`config.mk`:
```
export PLATFORM = sky130hd
export DESIGN_NAME = gsa_slot_mem
export DESIGN_NICKNAME = d
export VERILOG_FILES = /design/src/rtl/core/gsa_pkg.sv /design/src/rtl/core/gsa_slot_mem.sv
export SDC_FILE = /design/constraint.sdc
export NUM_CORES = 2
export LEC_CHECK = 0
export BUFFER_PORTS_ARGS = -buffer_cell sky130_fd_sc_hd__buf_2
export CAP_MARGIN = 30
export CORE_MARGIN = 3
export CORE_UTILIZATION = 50
export CTS_BUF_LIST = sky130_fd_sc_hd__clkbuf_4 sky130_fd_sc_hd__clkbuf_8
export CTS_CLUSTER_DIAMETER = 40
export DETAILED_ROUTE_END_ITERATION = 7
export GPL_TIMING_DRIVEN = 0
export MAX_ROUTING_LAYER = met4
export PLACE_DENSITY = 0.68
export SLEW_MARGIN = 30
export SYNTH_ARGS = -nofsm -noshare
export SYNTH_HDL_FRONTEND = slang
export SYNTH_SLANG_ARGS = --single-unit
```
`constraint.sdc`:
```
create_clock -name clk -period 2.5 [get_ports clk]
set_input_delay 0.5 -clock clk [delete_from_list [all_inputs] [get_ports clk]]
set_output_delay 0.5 -clock clk [all_outputs]
set_load 0.02 [all_outputs]
```
`src/rtl/core/gsa_pkg.sv`:
```
// Package with the allocator's constants, codes and shared types.
package gsa_pkg;
    localparam int SLOT_COUNT_DEF = 256;
    localparam int GEN_BITS_DEF   = 8;
    localparam int IDENT_BITS_DEF = 32;

    localparam int ACT_W    = 2;
    localparam int HIDX_W   = 8;
    localparam int HGEN_W   = 8;
    localparam int IDF_W    = 32;
    localparam int STATUS_W = 3;
    localparam int CNT_W    = 9;

    typedef enum logic [ACT_W-1:0] {
        ACT_CREATE  = 2'd0,
        ACT_DESTROY = 2'd1,
        ACT_QUERY   = 2'd2,
        ACT_FIND    = 2'd3
    } action_t;

    typedef enum logic [STATUS_W-1:0] {
        ST_OK        = 3'd0,
        ST_INVALID   = 3'd1,
        ST_DUPLICATE = 3'd2,
        ST_FULL      = 3'd3,
        ST_STALE     = 3'd4,
        ST_NOT_FOUND = 3'd5
    } status_t;

    // Result item, as it leaves the sequencer.
    typedef struct packed {
        logic               ok;
        status_t            status;
        logic               result_null;
        logic [HIDX_W-1:0]  result_index;
        logic [HGEN_W-1:0]  result_generation;
        logic [IDF_W-1:0]   result_ident;
        logic [CNT_W-1:0]   live_total;
        logic               slot_retired;
    } result_t;
endpackage

```
`src/rtl/core/gsa_slot_mem.sv`:
```
// Slot table memory: one synchronous read port and one write port.
module gsa_slot_mem
    import gsa_pkg::*;
#(
    parameter int DEPTH  = SLOT_COUNT_DEF,
    parameter int WIDTH  = 8
)
(
    input  logic                     clk,
    input  logic                     rd_en,
    input  logic [$clog2(DEPTH)-1:0] rd_addr,
    output logic [WIDTH-1:0]         rd_data,
    input  logic                     wr_en,
    input  logic [$clog2(DEPTH)-1:0] wr_addr,
    input  logic [WIDTH-1:0]         wr_data
);
    logic [WIDTH-1:0] mem [DEPTH];

    always_ff @(posedge clk)
    begin
        if (wr_en)
        begin
            mem[wr_addr] <= wr_data;
        end
        if (rd_en)
        begin
            rd_data <= mem[rd_addr];
        end
    end
endmodule

```
==> reports/qor.csv <==
stage,metric,value,unit
detailed_routing,residual DRC count,0,
logic_synthesis,#FFs+latches synth,2056,
worst_hold_path,WHS Endpoint,mem[170][3],
detailed_routing,drt wl/cell,36.6,um
pwr,Max VDD drop,0.000601,V
floorplanning,die area,164000,um2
setup_path,CP max stage cell,a31oi_1,
floorplanning,area of the core,157000,um2
setup_path,Reg2Reg Setup Slack,-50,ps
clock_network,clk sink count,2056,
floorplanning,DIE HEIGHT,405,um
detailed_routing,Vias/cell,6.65,
sta,period utilisation layout,1.12,
logic_synthesis,XOR/XNOR Fraction of Synth Area,0,
logic_synthesis,Post-synth top flop,edfxtp_1,
logic_synthesis,complex-gate fraction of the synthesized area,0.0342,
clock_network,TritonCTS Buffers,344,
logic_synthesis,sequential share of the synthesized area,0.775,
logic_synthesis,Synth Net Count,3760,
sta,"Hold Vio Cnt, Final",0,
flow_run,MaxCap Viol Count,0,
place,DP Area,83700,um2
clock_network,Root Buffer,clkbuf_8,
cells_and_area,post-route cell area,91900,um2
sta,fmax,356,MHz
sta,Slew @ Worst Pin,1090,ps
cells_and_area,Nets,4187,
global_route,Total Routing Usage GR,0.300,
sta,max_slew headroom,0.274,
logic_synthesis,cell area after synthesis,79600,um2
cells_and_area,most frequent cells in the layout,"edfxtp_1 (2056), mux4_2 (454), clkbuf_8 (351), nor2_1 (169), mux2i_1 (134)",
setup_path,"Buf+Inv Stages, Crit Path",3,
setup_path,CP Cell Sequence,buf_2 -> clkbuf_2 -> nor2_4 -> clkbuf_2 -> a22oi_1 -> a31oi_1 -> nor4_2 -> nor4_4,
floorplanning,row count,145,
logic_synthesis,post-synth top area cell,edfxtp_1,
logic_synthesis,adder-cell share of the synthesized area,0,
global_route,vias in the first global route,42100,
worst_hold_path,HP Start,wr_data[3],
setup_path,Critical Path Most Common Cell,clkbuf_2,
status,failing checks,negative setup slack,
global_route,global-route wire length before repair,327,mm
logic_synthesis,top cell type's share of synthesized area,0.775,
setup_path,critical path class,input pin to register,
place,hpwl dp,159,mm
cells_and_area,P&R area growth vs syn,15.3,%
clock_network,TritonCTS clock tree,yes,
logic_synthesis,post-synthesis mux area share,0.146,
setup_path,worst reg2reg path endpoint,rd_data[3],
logic_synthesis,Post-synth EDFFs,2056,
clock_network,H-tree Lvls,5,
sta,# setup viols final,155,
worst_hold_path,Worst Hold Class,input pin to register,
setup_path,CP top delay family,simple AND/OR/NAND/NOR gates,
global_route,initial antenna violation count,21,
setup_path,worst-path maximum fanout,10,
place,PortBufs,27,
setup_path,CP Capture Type,register,
status,status,"finished, violations left",
setup_path,Critical Path AT,3560,ps
global_route,largest net degree at the start of global routing,117,
sta,min Tclk post-route,2810,ps
sta,RSZ-0062 raised after global routing,true,
clock_network,clock slew at reported path FFs,60,ps
setup_path,CP Data Required Time,3250,ps
sta,Final Skew,51.5,ps
floorplanning,Starting Density,0.506,
clock_network,worst skew pair latency,1000,ps
setup_path,Startpoint Class,input pin,
pwr,leakage,28.6,nW
logic_synthesis,syn_area_per_cell,21.3,um2
logic_synthesis,Syn Inst Count,3733,
cells_and_area,fraction of final layout cells sized beyond drive strength 1,0.328,
logic_synthesis,Synth Warn #,0,
logic_synthesis,largest family of logic cells by synthesized area,multiplexers,
logic_synthesis,Post-Synth Simple-Gate Area,0.0263,
detailed_routing,Antenna Nets Post-Route,0,
place,gpl congestion,0.996,
pwr,PwrDens,778,nW/um2
cells_and_area,"most common cell after layout, fill and taps aside",edfxtp_1,
sta,setup slack after layout,-307,ps
logic_synthesis,"top cells by area, synth","edfxtp_1 (78%), mux4_2 (13%), mux2i_1 (1.7%)",
detailed_routing,DRT Wirelength,237,mm
place,Setup WS pre-CTS,-2360,ps
logic_synthesis,Netlist cell types,54,
worst_hold_path,Hold Path Depth,2,
clock_network,CTS Buffer Depth,4,
setup_path,"slowest stage delay, CP",540,ps
logic_synthesis,asr flop ratio synth,0,
detailed_routing,DR iter-0 viols,7020,
detailed_routing,routed via count,43100,
setup_path,reg2reg path depth,6,
floorplanning,num ports,35,
floorplanning,chip width,405,um
sta,Max Slew Vio Count,0,
global_route,Congestion Overflow GR,0,
detailed_routing,Initial DRT Pass Iterations,6,
setup_path,start of the worst register-to-register path,mem[83][3],
routing by layer:
layer  vias to the layer above  share of wire  GRT usage
li1                      16600              -          -
met1                     22300           0.36      0.398
met2                      3409           0.45      0.427
met3                       682           0.14     0.0948
met4                         0          0.051      0.137
met5                         -              0          -
synth_stat cells (28+ instances only):
cell and number:
a21oi_1 96, a22oi_1 133, buf_2 31, clkbuf_1 111, edfxtp_1 2056, mux2i_1 134, mux4_2 454, nand2_1 33
nand3_1 34, nor2_1 282, nor2b_1 31, o221ai_1 46, o22ai_1 28
worst max path at each step:
stage	end	start	cells past startpoint	slack [ps]
2_1_floorplan	rd_data[2]	rd_addr[1]	9	-5
6_report	rd_data[5]	rd_addr[3]	8	-310
5_1_grt	rd_data[5]	mem[83][5]	6	-120
3_5_place_dp	rd_data[2]	rd_addr[2]	9	-2360
4_1_cts	rd_data[1]	rd_addr[3]	8	-30
3_3_place_gp	rd_data[4]	rd_addr[4]	9	-3240
registers in the layout, indices dropped and copies added (netlist names):
name / cells
rd_data: 8
mem: 2048
stage by stage:
stage | setup TNS (ps) | total power, mW | hold WS [ps] | util | instances
6_report | -12630 | 71.4 | 101 | 0.584 | 6476
5_1_grt | -2580 | 73.2 | 57.2 | 0.584 | 6468
4_1_cts | -88.2 | 71.3 | 31.6 | 0.580 | 6452
3_5_place_dp | -1684000 | 42.8 | 852 | 0.532 | 5859
3_3_place_gp | -6436730 | 42.7 | 830 | 0.524 | 5818
2_1_floorplan | -4.96 | 40.7 | 599 | - | 3733
what timing repair did:
item	in CTS	in global routing
endpoints found under the setup margin	303	943
endpoints found under the hold margin	464	0
gates resized for setup	243	149
hold buffers	8	0
pin swaps	23	21
buffers inserted	2	5
worst reg2reg max path: stages (launching register included):
cell	delay (ps)
edfxtp_1	360
mux4_2	490
a22o_1	280
a221oi_4	460
o32ai_4	240
nor3_4	320
nor4_4	120
area by class of cell:
cell class                 count  area (um2)
fill                       11100       65400
sequential                  2056       61700
multi-input combinational   1442       17700
clock buffer                 443        5520
tap                         2058        2570
buffer                       231        1920
timing repair buffer          83        1360
clock inverter               142         966
antenna                       19        47.5
inverter                       2        8.76
logic make-up after synthesis:
logic type,Yosys count
AOI/OAI and AO/OA,385
buffers and inverters,235
DFF,2056
muxes,591
and+or+nand+nor,466
power by group:
group / internal (mW) / switching, mW / total, mW
clock: 15.7 / 13.2 / 28.9
combinational: 1.48 / 3.02 / 4.50
sequential: 38.0 / 0.0209 / 38.0
total: 55.2 / 16.2 / 71.4
Note: power is estimated with default switching activity, not from simulation.
