===== src/rtl/core/gsa_pkg.sv =====
// Package with the allocator's constants, codes and shared types.
package gsa_pkg;
    localparam int SLOT_COUNT_DEF = 256;
    localparam int GEN_BITS_DEF   = 8;
    localparam int IDENT_BITS_DEF = 32;

    localparam int ACT_W    = 2;
    localparam int HIDX_W   = 8;
    localparam int HGEN_W   = 8;
    localparam int IDF_W    = 32;
    localparam int STATUS_W = 3;
    localparam int CNT_W    = 9;

    typedef enum logic [ACT_W-1:0] {
        ACT_CREATE  = 2'd0,
        ACT_DESTROY = 2'd1,
        ACT_QUERY   = 2'd2,
        ACT_FIND    = 2'd3
    } action_t;

    typedef enum logic [STATUS_W-1:0] {
        ST_OK        = 3'd0,
        ST_INVALID   = 3'd1,
        ST_DUPLICATE = 3'd2,
        ST_FULL      = 3'd3,
        ST_STALE     = 3'd4,
        ST_NOT_FOUND = 3'd5
    } status_t;

    // Result item, as it leaves the sequencer.
    typedef struct packed {
        logic               ok;
        status_t            status;
        logic               result_null;
        logic [HIDX_W-1:0]  result_index;
        logic [HGEN_W-1:0]  result_generation;
        logic [IDF_W-1:0]   result_ident;
        logic [CNT_W-1:0]   live_total;
        logic               slot_retired;
    } result_t;
endpackage


===== src/rtl/core/gsa_seq.sv =====
// Operation sequencer: handle checks, free-list pops and pushes, identifier scan.
module gsa_seq
    import gsa_pkg::*;
#(
    parameter int SLOT_COUNT = SLOT_COUNT_DEF,
    parameter int GEN_BITS   = GEN_BITS_DEF,
    parameter int IDENT_BITS = IDENT_BITS_DEF,
    parameter int IW         = $clog2(SLOT_COUNT),
    parameter int PW         = $clog2(SLOT_COUNT + 1),
    parameter int EW         = GEN_BITS + IDENT_BITS + 1 + PW
)
(
    input  logic            clk,
    input  logic            rst_n,
    input  logic            in_valid,
    output logic            in_ready,
    input  action_t         in_action,
    input  logic [IDF_W-1:0] in_ident,
    input  logic            in_hnull,
    input  logic [HIDX_W-1:0] in_hidx,
    input  logic [HGEN_W-1:0] in_hgen,
    output logic            out_valid,
    input  logic            out_ready,
    output result_t         out_res,
    output logic            rd_en,
    output logic [IW-1:0]   rd_addr,
    input  logic [EW-1:0]   rd_data,
    output logic            wr_en,
    output logic [IW-1:0]   wr_addr,
    output logic [EW-1:0]   wr_data
);
    typedef enum logic [5:0] {
        S_IDLE  = 6'b000001,
        S_SCAN  = 6'b000010,
        S_ALLOC = 6'b000100,
        S_HREAD = 6'b001000,
        S_HEVAL = 6'b010000,
        S_DONE  = 6'b100000
    } state_t;

    localparam logic [PW-1:0] FREE_EMPTY = PW'(SLOT_COUNT);
    localparam logic [PW-1:0] SLOT_LAST  = PW'(SLOT_COUNT - 1);
    localparam logic [GEN_BITS-1:0] GEN_MAX = '1;

    state_t state_reg, state_next;
    action_t act_reg;
    logic [IDENT_BITS-1:0] id_reg;
    logic hnull_reg;
    logic [HIDX_W-1:0] hidx_reg;
    logic [HGEN_W-1:0] hgen_reg;
    logic [PW-1:0] scan_reg, scan_next;      // slot address being read
    logic scan_vld_reg, scan_vld_next;       // a read of scan_reg-1 is in flight
    logic [PW-1:0] free_top_reg, free_top_next;
    logic [PW-1:0] hw_reg, hw_next;
    logic [PW-1:0] live_reg, live_next;
    logic pop_reg, pop_next;
    result_t res_reg, res_next;
    logic out_valid_reg, out_valid_next;

    logic [GEN_BITS-1:0] e_gen;
    logic [IDENT_BITS-1:0] e_id;
    logic e_live;
    logic [PW-1:0] e_link;
    logic [PW-1:0] rd_slot;
    logic [IDENT_BITS-1:0] in_id_m;
    logic hit;

    assign {e_gen, e_id, e_live, e_link} = rd_data;
    assign rd_slot   = scan_reg - PW'(1);
    assign in_id_m   = IDENT_BITS'(in_ident);
    assign hit       = scan_vld_reg && e_live && (e_id == id_reg);
    assign in_ready  = (state_reg == S_IDLE) && !out_valid_reg;
    assign out_valid = out_valid_reg;
    assign out_res   = res_reg;

    always_comb
    begin
        state_next     = state_reg;
        scan_next      = scan_reg;
        scan_vld_next  = 1'b0;
        free_top_next  = free_top_reg;
        hw_next        = hw_reg;
        live_next      = live_reg;
        pop_next       = pop_reg;
        res_next       = res_reg;
        out_valid_next = out_valid_reg && !out_ready;
        rd_en          = 1'b0;
        rd_addr        = scan_reg[IW-1:0];
        wr_en          = 1'b0;
        wr_addr        = rd_slot[IW-1:0];
        wr_data        = rd_data;
        case (state_reg)
            S_IDLE:
            begin
                if (in_valid && in_ready)
                begin
                    res_next = '0;
                    res_next.result_null = 1'b1;
                    res_next.live_total = CNT_W'(live_reg);
                    scan_next = '0;
                    if (in_action == ACT_CREATE || in_action == ACT_FIND)
                    begin
                        if (in_id_m == '0)
                        begin
                            res_next.status = ST_INVALID;
                            state_next = S_DONE;
                        end
                        else
                        begin
                            state_next = S_SCAN;
                        end
                    end
                    else
                    begin
                        state_next = S_HREAD;
                    end
                end
            end
            S_SCAN:
            begin
                // One slot read per cycle; the compare of each read runs in the cycle after it.
                if (hit)
                begin
                    if (act_reg == ACT_FIND)
                    begin
                        res_next.ok = 1'b1;
                        res_next.result_null = 1'b0;
                        res_next.result_index = HIDX_W'(rd_slot);
                        res_next.result_generation = HGEN_W'(e_gen);
                        res_next.result_ident = IDF_W'(e_id);
                    end
                    else
                    begin
                        res_next.status = ST_DUPLICATE;
                    end
                    state_next = S_DONE;
                end
                else if (scan_reg < hw_reg)
                begin
                    rd_en = 1'b1;
                    scan_vld_next = 1'b1;
                    scan_next = scan_reg + PW'(1);
                end
                else if (act_reg == ACT_FIND)
                begin
                    res_next.status = ST_NOT_FOUND;
                    state_next = S_DONE;
                end
                else if (free_top_reg != FREE_EMPTY)
                begin
                    rd_en = 1'b1;
                    rd_addr = free_top_reg[IW-1:0];
                    pop_next = 1'b1;
                    scan_next = free_top_reg + PW'(1);
                    state_next = S_ALLOC;
                end
                else if (hw_reg <= SLOT_LAST)
                begin
                    pop_next = 1'b0;
                    scan_next = hw_reg + PW'(1);
                    state_next = S_ALLOC;
                end
                else
                begin
                    res_next.status = ST_FULL;
                    state_next = S_DONE;
                end
            end
            S_ALLOC:
            begin
                wr_en = 1'b1;
                if (pop_reg)
                begin
                    free_top_next = e_link;
                    wr_data = {e_gen, id_reg, 1'b1, FREE_EMPTY};
                    res_next.result_generation = HGEN_W'(e_gen);
                end
                else
                begin
                    hw_next = hw_reg + PW'(1);
                    wr_data = {GEN_BITS'(1), id_reg, 1'b1, FREE_EMPTY};
                    res_next.result_generation = HGEN_W'(1);
                end
                live_next = live_reg + PW'(1);
                res_next.ok = 1'b1;
                res_next.result_null = 1'b0;
                res_next.result_index = HIDX_W'(rd_slot);
                res_next.result_ident = IDF_W'(id_reg);
                res_next.live_total = CNT_W'(live_reg + PW'(1));
                state_next = S_DONE;
            end
            S_HREAD:
            begin
                rd_en = 1'b1;
                rd_addr = IW'(hidx_reg);
                scan_next = PW'(hidx_reg) + PW'(1);
                state_next = S_HEVAL;
            end
            S_HEVAL:
            begin
                state_next = S_DONE;
                if (!hnull_reg && (PW'(hidx_reg) < hw_reg) && e_live
                    && (e_gen == GEN_BITS'(hgen_reg))
                    && (HGEN_W'(e_gen) == hgen_reg))
                begin
                    res_next.ok = 1'b1;
                    res_next.result_ident = IDF_W'(e_id);
                    if (act_reg == ACT_QUERY)
                    begin
                        res_next.result_null = 1'b0;
                        res_next.result_index = hidx_reg;
                        res_next.result_generation = hgen_reg;
                    end
                    else
                    begin
                        wr_en = 1'b1;
                        live_next = live_reg - PW'(1);
                        res_next.live_total = CNT_W'(live_reg - PW'(1));
                        if (e_gen == GEN_MAX)
                        begin
                            res_next.slot_retired = 1'b1;
                            wr_data = {e_gen, IDENT_BITS'(0), 1'b0, FREE_EMPTY};
                        end
                        else
                        begin
                            wr_data = {e_gen + GEN_BITS'(1), IDENT_BITS'(0), 1'b0,
                                       free_top_reg};
                            free_top_next = PW'(hidx_reg);
                        end
                    end
                end
                else
                begin
                    res_next.status = ST_STALE;
                end
            end
            S_DONE:
            begin
                out_valid_next = 1'b1;
                state_next = S_IDLE;
            end
            default:
            begin
                state_next = S_IDLE;
            end
        endcase
    end

    always_ff @(posedge clk or negedge rst_n)
    begin
        if (!rst_n)
        begin
            state_reg     <= S_IDLE;
            scan_reg      <= '0;
            scan_vld_reg  <= 1'b0;
            free_top_reg  <= FREE_EMPTY;
            hw_reg        <= '0;
            live_reg      <= '0;
            pop_reg       <= 1'b0;
            out_valid_reg <= 1'b0;
        end
        else
        begin
            state_reg     <= state_next;
            scan_reg      <= scan_next;
            scan_vld_reg  <= scan_vld_next;
            free_top_reg  <= free_top_next;
            hw_reg        <= hw_next;
            live_reg      <= live_next;
            pop_reg       <= pop_next;
            out_valid_reg <= out_valid_next;
        end
    end

    always_ff @(posedge clk)
    begin
        res_reg <= res_next;
        if (in_valid && in_ready)
        begin
            act_reg   <= in_action;
            id_reg    <= in_id_m;
            hnull_reg <= in_hnull;
            hidx_reg  <= in_hidx;
            hgen_reg  <= in_hgen;
        end
    end
endmodule


===== config.mk =====
export PLATFORM = sky130hd
export DESIGN_NAME = gsa_seq
export DESIGN_NICKNAME = d
export VERILOG_FILES = /design/src/rtl/core/gsa_pkg.sv /design/src/rtl/core/gsa_seq.sv
export SDC_FILE = /design/constraint.sdc
export NUM_CORES = 1
export LEC_CHECK = 0
export ABC_AREA = 1
export BUFFER_PORTS_ARGS = -buffer_cell sky130_fd_sc_hd__buf_2
export CAP_MARGIN = 20
export CELL_PAD_IN_SITES_DETAIL_PLACEMENT = 0
export CELL_PAD_IN_SITES_GLOBAL_PLACEMENT = 1
export CORE_ASPECT_RATIO = 0.8
export CORE_UTILIZATION = 36
export CTS_CLUSTER_DIAMETER = 50
export DETAILED_ROUTE_END_ITERATION = 16
export HOLD_SLACK_MARGIN = 0.03
export PLACE_DENSITY_LB_ADDON = 0.1
export REMOVE_ABC_BUFFERS = 1
export SETUP_SLACK_MARGIN = 0.2
export SLEW_MARGIN = 20
export SYNTH_ARGS = -nofsm -noshare
export SYNTH_HDL_FRONTEND = slang
export SYNTH_SLANG_ARGS = --single-unit

===== constraint.sdc =====
create_clock -name clk -period 5.29 [get_ports clk]
set_input_delay 1.058 -clock clk [delete_from_list [all_inputs] [get_ports clk]]
set_output_delay 1.058 -clock clk [all_outputs]
set_load 0.01 [all_outputs]

==> results.json, run 1 <==
{
  "status": "completed",
  "routabilityCongestion": 0.875,
  "maximum_number_of_pins_on_one_net_before_global_route_repair": 52,
  "global_route.usage.met2_pct": 34.8,
  "detail_route.wl_per_cell_um": 17.5,
  "clk_root_buffer_cell": "sky130_fd_sc_hd__clkbuf_16",
  "timing.critical_path.depth": 15,
  "worstRegToRegCells": 13,
  "final_min_period_over_clock_period_pct": 81.4,
  "clock_sinks": 159,
  "via_per_inst": 4.98,
  "fp.dieH_um": 159,
  "dp_hpwl_um": 29900,
  "first_pass_iters": 6,
  "max_cap_violations": 0,
  "route.vias.total": 11012,
  "async_flop_share_pct": 28.3,
  "design.final.nets": 1912,
  "cp-start-kind": "flop",
  "yosysTopAreaCell": "sky130_fd_sc_hd__edfxtp_1",
  "hold_start": "out_valid",
  "cts_hold_buffers": 0,
  "power_leakage_nw": 6.67,
  "syn-instance-count": 1559,
  "cts_resized": 0,
  "overall_fraction_of_global_route_tracks_in_use_pct": 24.7,
  "syn-cell-area_um2": 11100,
  "worstSetupStartpoint": "hw_reg[2]",
  "met1_usage_pct": 38.1,
  "report.final.setup_viol": 0,
  "finClkSkew_ns": 0.0169,
  "initial_utilization_pct": 36.5,
  "postRouteAntennaNets": 0,
  "min-delay-path-class": "reg2reg",
  "leading_cell_type_by_number_of_instances_after_synthesis": "sky130_fd_sc_hd__nand2_1",
  "grt-busiest-layer": "met1",
  "critical_path_buf_inv_count": 3,
  "placement_rows": 57,
  "final.setup.tns_ns": 0,
  "ys_top_cells_by_count": "sky130_fd_sc_hd__nand2_1, sky130_fd_sc_hd__inv_1, sky130_fd_sc_hd__nand3_1",
  "cts_post_setup_buffers_inserted": 0,
  "areal_power_density_over_the_cells_nw_per_um2": 550,
  "final_core_occ_pct": 43.6,
  "final-hold-violation-count": 0,
  "pin_count": 238,
  "largest_reg_flops": 63,
  "worst_slew_pin_slew_ns": 1.04,
  "synth-edff-count": 114,
  "grt_pass1_wl_um": 58700,
  "insertion_delay_ns": 0.45,
  "drcViolationCount": 0,
  "design.die.area_um2": 31400,
  "timing.max_slew.rel_slack_pct": 30.4,
  "clock_tree_from_tritoncts": "yes",
  "cts-buffers-inserted": 17,
  "post_route_total_power_w": 0.00727,
  "synth-warning-count": 0,
  "globalRouteMet3Util_pct": 5.03,
  "via_count_of_the_first_global_routing_pass": 10086,
  "io_buffers": 237,
  "ys_seq_area_share_pct": 41.2,
  "cp_slowest_cell": "sky130_fd_sc_hd__dfrtp_1",
  "clkTransAtPathRegs_ns": 0.07,
  "worstPathArrival_ns": 3.25,
  "syn-mean-instance-area_um2": 7.09,
  "path_max_fanout": 46,
  "design.core.area_um2": 30300,
  "worst-endpoint-required_ns": 4.23,
  "path_common_cell": "sky130_fd_sc_hd__nand2_1",
  "drive_gt1_share_pct": 18.0,
  "cts_max_path_buffers": 2,
  "area_grow_syn2layout_pct": 19.4,
  "ff2ff_setup_slack_ns": 1.85,
  "synth.area.top_cells": "sky130_fd_sc_hd__edfxtp_1, sky130_fd_sc_hd__nand2_1, sky130_fd_sc_hd__dfrtp_1",
  "rsz0062_at_grt": "false",
  "grt_remaining_overflow": 0,
  "max_freq_mhz": 232,
  "regToRegEndpoint": "out_res[2]",
  "drt-initial-drc-count": 729,
  "ir_drop_mv": 0.270,
  "cpPeakStageDelay_ns": 0.51,
  "critPathCapture": "wr_data[40]",
  "h-tree-depth": 4,
  "crit_type": "reg2out",
  "timing_max_transition_violations_final": 0,
  "grt_antenna_before_repair": 3,
  "number_of_distinct_standard_cells_referenced_by_the_synthesized_netlist": 49,
  "ys_ff_latch": 159,
  "detail_route.wirelength_um": 38600,
  "reg2reg_from": "hw_reg[2]",
  "dieWidth_um": 198,
  "critPathCaptureType": "output pin",
  "timing.critical_path.max_delay_family": "simple AND/OR/NAND/NOR gates",
  "ys_dominant_reg_cell": "sky130_fd_sc_hd__edfxtp_1",
  "cp_cell_sequence": "inv_1, ha_1, nand2_1, nand2_1, inv_1, nand2_1, nand2_1, nand2_1, nand2_1, nand2_1, nand2_1, nand3_4, nand2_4, o21ai_0, buf_2",
  "netlist.area_leader.share_pct": 31.0,
  "final_period_minus_worst_setup_slack_ns": 4.30
}
[layout make-up]
class                           instances  area [µm²]
Inverter                              204         766
Fill cell                            3206       17100
Tap cell                              413         517
Clock inverter                         14         131
Timing Repair Buffer                  257        1340
Multi-Input combinational cell       1143        5470
Clock buffer                           18         429
Antenna cell                            3        7.51
Sequential cell                       159        4550
[per-stage QoR]
stage | cell area, µm² | hold slack (ns) | setup WS (ns) | instances
3_3_place_gp | 12600 | 0.520 | 1.16 | 2176
5_1_grt | 13200 | 0.591 | 0.712 | 2210
2_1_floorplan | 10800 | 0.495 | -0.00469 | 1506
3_5_place_dp | 12600 | 0.552 | 1.12 | 2176
4_1_cts | 13200 | 0.568 | 1.01 | 2208
6_report | 13200 | 0.561 | 0.985 | 2211
[logic make-up after synthesis]
logic type | after synthesis | share of synthesized area (%)
compound gates | 158 | 8.07
flops | 159 | 41.2
buf+inv | 257 | 9.46
fa+ha+maj | 25 | 2.83
simple gates | 927 | 35.9
xor+xnor | 33 | 2.61
[worst register-to-register path, delay by kind of cell (launching register included)]
kind | cells | cell delay [ns]
and+or+nand+nor | 10 | 1.74
DFF | 1 | 0.51
AOI/OAI and AO/OA | 1 | 0.36
adders and majority gates | 1 | 0.32
buffers and inverters | 1 | 0.12
[power breakdown]
group	internal (W)	switching, W	total [W]
clock network	0.000658	0.000572	0.00123
logic	0.00114	0.00254	0.00369
registers	0.00201	0.000338	0.00235
[placed cells by master, fill, tap and decap left out, types with 9 or more instances in the layout]
master	instances
sky130_fd_sc_hd__o21ai_1	9
sky130_fd_sc_hd__buf_2	237
sky130_fd_sc_hd__buf_4	20
sky130_fd_sc_hd__nand2_1	547
sky130_fd_sc_hd__dfrtp_1	43
sky130_fd_sc_hd__o21ai_0	105
sky130_fd_sc_hd__nor2_1	135
sky130_fd_sc_hd__edfxtp_1	114
sky130_fd_sc_hd__nand4_1	53
sky130_fd_sc_hd__xnor2_1	9
sky130_fd_sc_hd__inv_1	193
sky130_fd_sc_hd__nand3_1	150
sky130_fd_sc_hd__ha_1	25
sky130_fd_sc_hd__clkbuf_16	17
sky130_fd_sc_hd__xor2_1	24
sky130_fd_sc_hd__a21oi_1	13
[how the worst min path moves through the flow]
stage	end	slack [ns]	cells past startpoint
after floorplan	hw_reg[8]	0.49	2
after global placement	hw_reg[8]	0.52	2
after detailed placement	hw_reg[8]	0.55	2
after CTS	hw_reg[8]	0.57	2
after global routing	hw_reg[8]	0.59	2
final	out_valid	0.56	2
[routing by layer]
layer / up-vias / part of all wire (%)
li1: 5547 / -
met1: 5035 / 50
met2: 406 / 41
met3: 22 / 8.0
met4: 2 / 1.0
met5: - / 0.034
Note: power is estimated with default switching activity, not from simulation.
==> inputs of run 2 (changes only) <==
Clock period 5.29 ns to 3.9 ns, I/O delays scaled along.
==> run 2 against run 1 <==
  * Design area is 1.6% higher
  * Largest power group unchanged
  * Clock skew shrank 0.00094 ns
  * Highest routed layer is now met4
  * Critical path depth fell by 1
  * Die area did not move
  * Global-route usage increased by 0.67 points
  * Sequential power up 35%
  * Non-clock buffer count up 19
==> results.json, run 2 (same netlist as run 1, synthesis figures left out) <==
{
  "design.final.nets": 1931,
  "final_min_period_over_clock_period_pct": 90.3,
  "drive_gt1_share_pct": 19.1,
  "insertion_delay_ns": 0.45,
  "final_cell_count_no_fill": 2232,
  "cp_cell_sequence": "ha_1, nand2_1, nand2_1, inv_1, nand2_1, nand2_1, nand2_1, nand2_1, nand2_1, nand2_1, nand3_4, nand2_4, o21ai_0, buf_2",
  "drt-initial-drc-count": 795,
  "max_freq_mhz": 284,
  "net_sw_share_pct": 47.4,
  "initial_utilization_pct": 36.5,
  "grt_pass1_wl_um": 59800,
  "worst-endpoint-required_ns": 3.12,
  "drcViolationCount": 0,
  "ir_drop_mv": 0.446,
  "via_count_of_the_first_global_routing_pass": 10305,
  "power_leakage_nw": 6.79,
  "cp_slowest_cell": "sky130_fd_sc_hd__edfxtp_1",
  "clkTransAtPathRegs_ns": 0.07,
  "design.core.area_um2": 30300,
  "min-delay-path-class": "in2async",
  "postPlaceCellArea_um2": 12800,
  "design.die.area_um2": 31400,
  "timing_max_transition_violations_final": 0,
  "postRouteAntennaNets": 0,
  "timing.max_slew.rel_slack_pct": 46.0,
  "placement_rows": 57,
  "post_route_total_power_w": 0.0103,
  "area_grow_syn2layout_pct": 21.4,
  "h-tree-depth": 4,
  "final-hold-violation-count": 0,
  "cp-start-kind": "flop",
  "pwr-share-seq_pct": 31.0,
  "report.final.setup_viol": 0,
  "clock_sinks": 159,
  "crit_type": "reg2out",
  "grt_remaining_overflow": 0,
  "clk_root_buffer_cell": "sky130_fd_sc_hd__clkbuf_16",
  "clock_tree_from_tritoncts": "yes",
  "cts-buffers-inserted": 17,
  "pin_count": 238,
  "dp.cells": 2193,
  "critical_path_buf_inv_count": 2,
  "fp.dieH_um": 159,
  "final_period_minus_worst_setup_slack_ns": 3.52,
  "io_buffers": 237,
  "power_frac_comb_pct": 52.3,
  "dieWidth_um": 198,
  "route.vias.total": 11087,
  "path_max_fanout": 31,
  "timing.critical_path.max_delay_family": "simple AND/OR/NAND/NOR gates",
  "detailedPlace.worstSlack_ns": 0.598,
  "layout_common_cells": "sky130_fd_sc_hd__nand2_1, sky130_fd_sc_hd__buf_2, sky130_fd_sc_hd__inv_1",
  "first_pass_iters": 5,
  "max_cap_violations": 0,
  "status": "completed",
  "grt_antenna_before_repair": 4,
  "dp_hpwl_um": 30500,
  "overall_fraction_of_global_route_tracks_in_use_pct": 25.3,
  "switchingPower_w": 0.00486,
  "cell_internal_power_w": 0.00540,
  "worst_slew_pin_slew_ns": 0.810,
  "critPathCaptureType": "output pin",
  "fin_area_um2": 13400,
  "rsz0062_at_grt": "true",
  "cts_max_path_buffers": 2,
  "clock_power_share_pct": 16.7,
  "detail_route.wirelength_um": 39200,
  "routabilityCongestion": 0.891,
  "path_common_cell": "sky130_fd_sc_hd__nand2_1",
  "cpPeakStageDelay_ns": 0.50,
  "most_frequent_standard_cell_in_the_layout_excluding_fill_and_tap_cells": "sky130_fd_sc_hd__nand2_1",
  "detail_route.wl_per_cell_um": 17.6,
  "areal_power_density_over_the_cells_nw_per_um2": 764,
  "via_per_inst": 4.97,
  "finClkSkew_ns": 0.0159,
  "final.setup.worst_slack_ns": 0.378,
  "worstPathArrival_ns": 2.74,
  "maximum_number_of_pins_on_one_net_before_global_route_repair": 52,
  "largest_reg_flops": 63
}
-- run 2: stage by stage --
step | TNS, ns | utilization [%] | hold slack (ns)
2_1_floorplan | -50.38 | - | 0.484
3_3_place_gp | 0 | 42.2 | 0.523
3_5_place_dp | 0 | 42.2 | 0.531
4_1_cts | 0 | 44.1 | 0.360
5_1_grt | 0 | 44.3 | 0.376
6_report | 0 | 44.3 | 0.348
-- run 2: power groups by stage --
stage               Clock, W  Sequential, W  Combinational, W
finish               0.00172        0.00318           0.00536
global route         0.00182        0.00325           0.00592
CTS                  0.00175        0.00317           0.00525
detailed placement         0        0.00320           0.00523
global placement           0        0.00321           0.00524
floorplan                  0        0.00330           0.00289
-- run 2: layout make-up --
| cell class | count | area (µm²) |
|---|---|---|
| well taps | 413 | 517 |
| flip-flops and latches | 159 | 4550 |
| clock inverters | 15 | 159 |
| fillers | 3177 | 16900 |
| repair buffers | 276 | 1510 |
| diodes | 5 | 12.5 |
| clock buffers | 17 | 425 |
| inverters | 204 | 766 |
| multi-input cells | 1143 | 5480 |
-- run 2: path summary, 6_finish.rpt --
| path | start | to | slack [ns] | cells past startpoint |
|---|---|---|---|---|
| max | hidx_reg[2] | wr_data[39] | 0.38 | 14 |
| min | rst_n | hw_reg[3] | 0.35 | 1 |
| max reg2reg | hw_reg[4] | out_res[39] | 1.08 | 12 |
| min reg2reg | hw_reg[8] | hw_reg[8] | 0.55 | 2 |
| max in group asynchronous | rst_n | state_reg[0] | 2.71 | 2 |
| min in group clk | in_hidx[2] | hidx_reg[2] | 0.51 | 1 |
-- run 2: timing repair --
action / CTS / global route
setup endpoints to repair: 0 / 29
endpoints found under the hold margin: 0 / 0
gates resized for setup: 0 / 6
setup buffers: 0 / 2
hold buffers: 0 / 0
-- run 2: routing by layer --
layer / GRT usage (%) / vias up / wire (µm)
li1: - / 5575 / -
met1: 39.0 / 5094 / 19900
met2: 34.9 / 380 / 15700
met3: 6.14 / 38 / 3040
met4: 6.38 / 0 / 600
met5: 0 / - / 0
==> inputs of run 3 (changes only) <==
Settings changed: REMOVE_ABC_BUFFERS 1 to unset.
==> run 3 against run 2 <==
  * Global-route usage increased by 0.63 points
  * Largest cell class unchanged
  * Sequential cell count unchanged
  * Critical path depth decreased by 2
  * Register-to-register slack got worse by 0.14 ns
  * Worst setup slack got worse by 0.0015 ns
  * Highest routed layer unchanged
  * Sequential share of layout area decreased by 0.12 points
  * Sequential power decreased by 1%
  * Hold slack got worse by 0.0099 ns
  * Via count increased by 0.99%
  * Fmax about the same
  * Design area increased by 0.37%
==> results.json, run 3 (same netlist as run 1, synthesis figures left out) <==
{
  "status": "completed",
  "cts-buffers-inserted": 17,
  "final.setup.worst_slack_ns": 0.376,
  "largest_reg_flops": 63,
  "critPathCaptureType": "output pin",
  "design.final.nets": 1935,
  "min-delay-path-class": "in2async",
  "worstSetupStartpoint": "hidx_reg[5]",
  "layout.filler_cells": 3206,
  "reg2reg_from": "hidx_reg[5]",
  "max_cap_violations": 0,
  "timing.critical_path.max_delay_family": "simple AND/OR/NAND/NOR gates",
  "cts_hold_buffers": 0,
  "cp-start-kind": "flop",
  "critical_path_buf_inv_count": 1,
  "fp.dieH_um": 159,
  "crit_type": "reg2out",
  "rsz0062_at_grt": "false",
  "path_common_cell": "sky130_fd_sc_hd__nand2_1",
  "io_buffers": 237,
  "ir_drop_mv": 0.533,
  "grt_pass1_wl_um": 61100,
  "final_min_period_over_clock_period_pct": 90.4,
  "final_period_minus_worst_setup_slack_ns": 3.52,
  "design.core.area_um2": 30300,
  "routabilityCongestion": 0.903,
  "timing_max_transition_violations_final": 0,
  "grt_antenna_before_repair": 1,
  "route.vias.total": 11197,
  "via_count_of_the_first_global_routing_pass": 10420,
  "worst_slew_pin_slew_ns": 0.773,
  "drive_gt1_share_pct": 19.4,
  "final-hold-violation-count": 0,
  "detailedPlace.worstSlack_ns": 0.399,
  "most_frequent_standard_cell_in_the_layout_excluding_fill_and_tap_cells": "sky130_fd_sc_hd__nand2_1",
  "final.setup.tns_ns": 0,
  "placement_rows": 57,
  "cp_slowest_cell": "sky130_fd_sc_hd__edfxtp_1",
  "first_pass_iters": 5,
  "dp_hpwl_um": 31400,
  "pin_count": 238,
  "overall_fraction_of_global_route_tracks_in_use_pct": 26.0,
  "insertion_delay_ns": 0.44,
  "area_grow_syn2layout_pct": 21.8,
  "power_leakage_nw": 6.78,
  "drcViolationCount": 0,
  "clkTransAtPathRegs_ns": 0.07,
  "design.die.area_um2": 31400,
  "clock_sinks": 159,
  "finClkSkew_ns": 0.0137,
  "dieWidth_um": 198,
  "max_freq_mhz": 284,
  "worstPathArrival_ns": 2.74,
  "detail_route.wl_per_cell_um": 18.2,
  "clock_tree_from_tritoncts": "yes",
  "worst-endpoint-required_ns": 3.12,
  "grt_remaining_overflow": 0,
  "timing.max_slew.rel_slack_pct": 48.5,
  "via_per_inst": 5.02,
  "path_max_fanout": 5,
  "areal_power_density_over_the_cells_nw_per_um2": 759,
  "cp_cell_sequence": "ha_1, nand2_1, nand2_1, a21oi_1, nand3_1, nor2_4, nand3_4, nand2_2, nand2_1, nand2_1, nand3_1, buf_2",
  "layout_common_cells": "sky130_fd_sc_hd__nand2_1, sky130_fd_sc_hd__buf_2, sky130_fd_sc_hd__inv_1",
  "cpPeakStageDelay_ns": 0.59,
  "detail_route.wirelength_um": 40500,
  "h-tree-depth": 4,
  "clk_root_buffer_cell": "sky130_fd_sc_hd__clkbuf_16",
  "report.final.setup_viol": 0,
  "maximum_number_of_pins_on_one_net_before_global_route_repair": 52,
  "postSynthNetCount": 1689,
  "postRouteAntennaNets": 0,
  "initial_utilization_pct": 36.5,
  "drt-initial-drc-count": 1015,
  "cts_max_path_buffers": 2
}
run 3: cell types whose count changed in the layout (fill, tap and decap cells not counted), sizes merged:
cell,change
bufinv,-1
clkinvlp,+5
clkbuf,+4
diode,-4
clkinv,-5
inv,-3
buf,+4
run 3: final timing paths:
check / endpoint / depth (start not counted) / slack (ns)
min in group clk: hidx_reg[0] / 1 / 0.52
max: wr_data[48] / 12 / 0.38
max in group asynchronous: state_reg[0] / 2 / 2.72
max reg2reg: out_res[8] / 13 / 0.94
min reg2reg: hw_reg[8] / 2 / 0.54
min: live_reg[6] / 1 / 0.34
run 3: repair_timing:
item | 4_1_cts | 5_1_grt
cloned | 0 | 0
setup buffers | 5 | 6
setup endpoints to repair | 26 | 15
endpoints found under the hold margin | 0 | 0
gates resized for setup | 2 | 8
pin swaps | 1 | 2
run 3: layer usage:
layer / GRT usage, % / part of all wire (%)
met1: 40.5 / 51
met2: 36.2 / 41
met3: 4.69 / 6.9
met4: 6.62 / 1.6
met5: 0 / 0
run 3: through the flow:
step | std cells | hold WS (ns) | cell area, µm² | power [W] | util, %
2_1_floorplan | 1559 | 0.484 | 11100 | 0.00635 | -
3_3_place_gp | 2188 | 0.517 | 12800 | 0.00848 | 42.1
3_5_place_dp | 2188 | 0.525 | 12800 | 0.00848 | 42.1
4_1_cts | 2225 | 0.325 | 13400 | 0.0102 | 44.2
5_1_grt | 2231 | 0.344 | 13500 | 0.0110 | 44.4
6_report | 2232 | 0.338 | 13500 | 0.0102 | 44.4
run 3: final cells by class:
class,instances,area (µm²),area share [%]
clock buffer,21,460,3.42
antenna,1,2.50,0.0186
sequential,159,4550,33.8
clock inverter,11,109,0.808
inverter,204,769,5.71
multi-input combinational,1143,5510,40.9
timing repair buffer,280,1550,11.5
tap,413,517,3.84
run 3: power by group:
| part | total, W | leakage [nW] | internal [W] | switching (W) |
|---|---|---|---|---|
| logic | 0.00542 | 4.81 | 0.00174 | 0.00368 |
| clock network | 0.00166 | 0.267 | 0.000920 | 0.000743 |
| registers | 0.00314 | 1.70 | 0.00273 | 0.000418 |
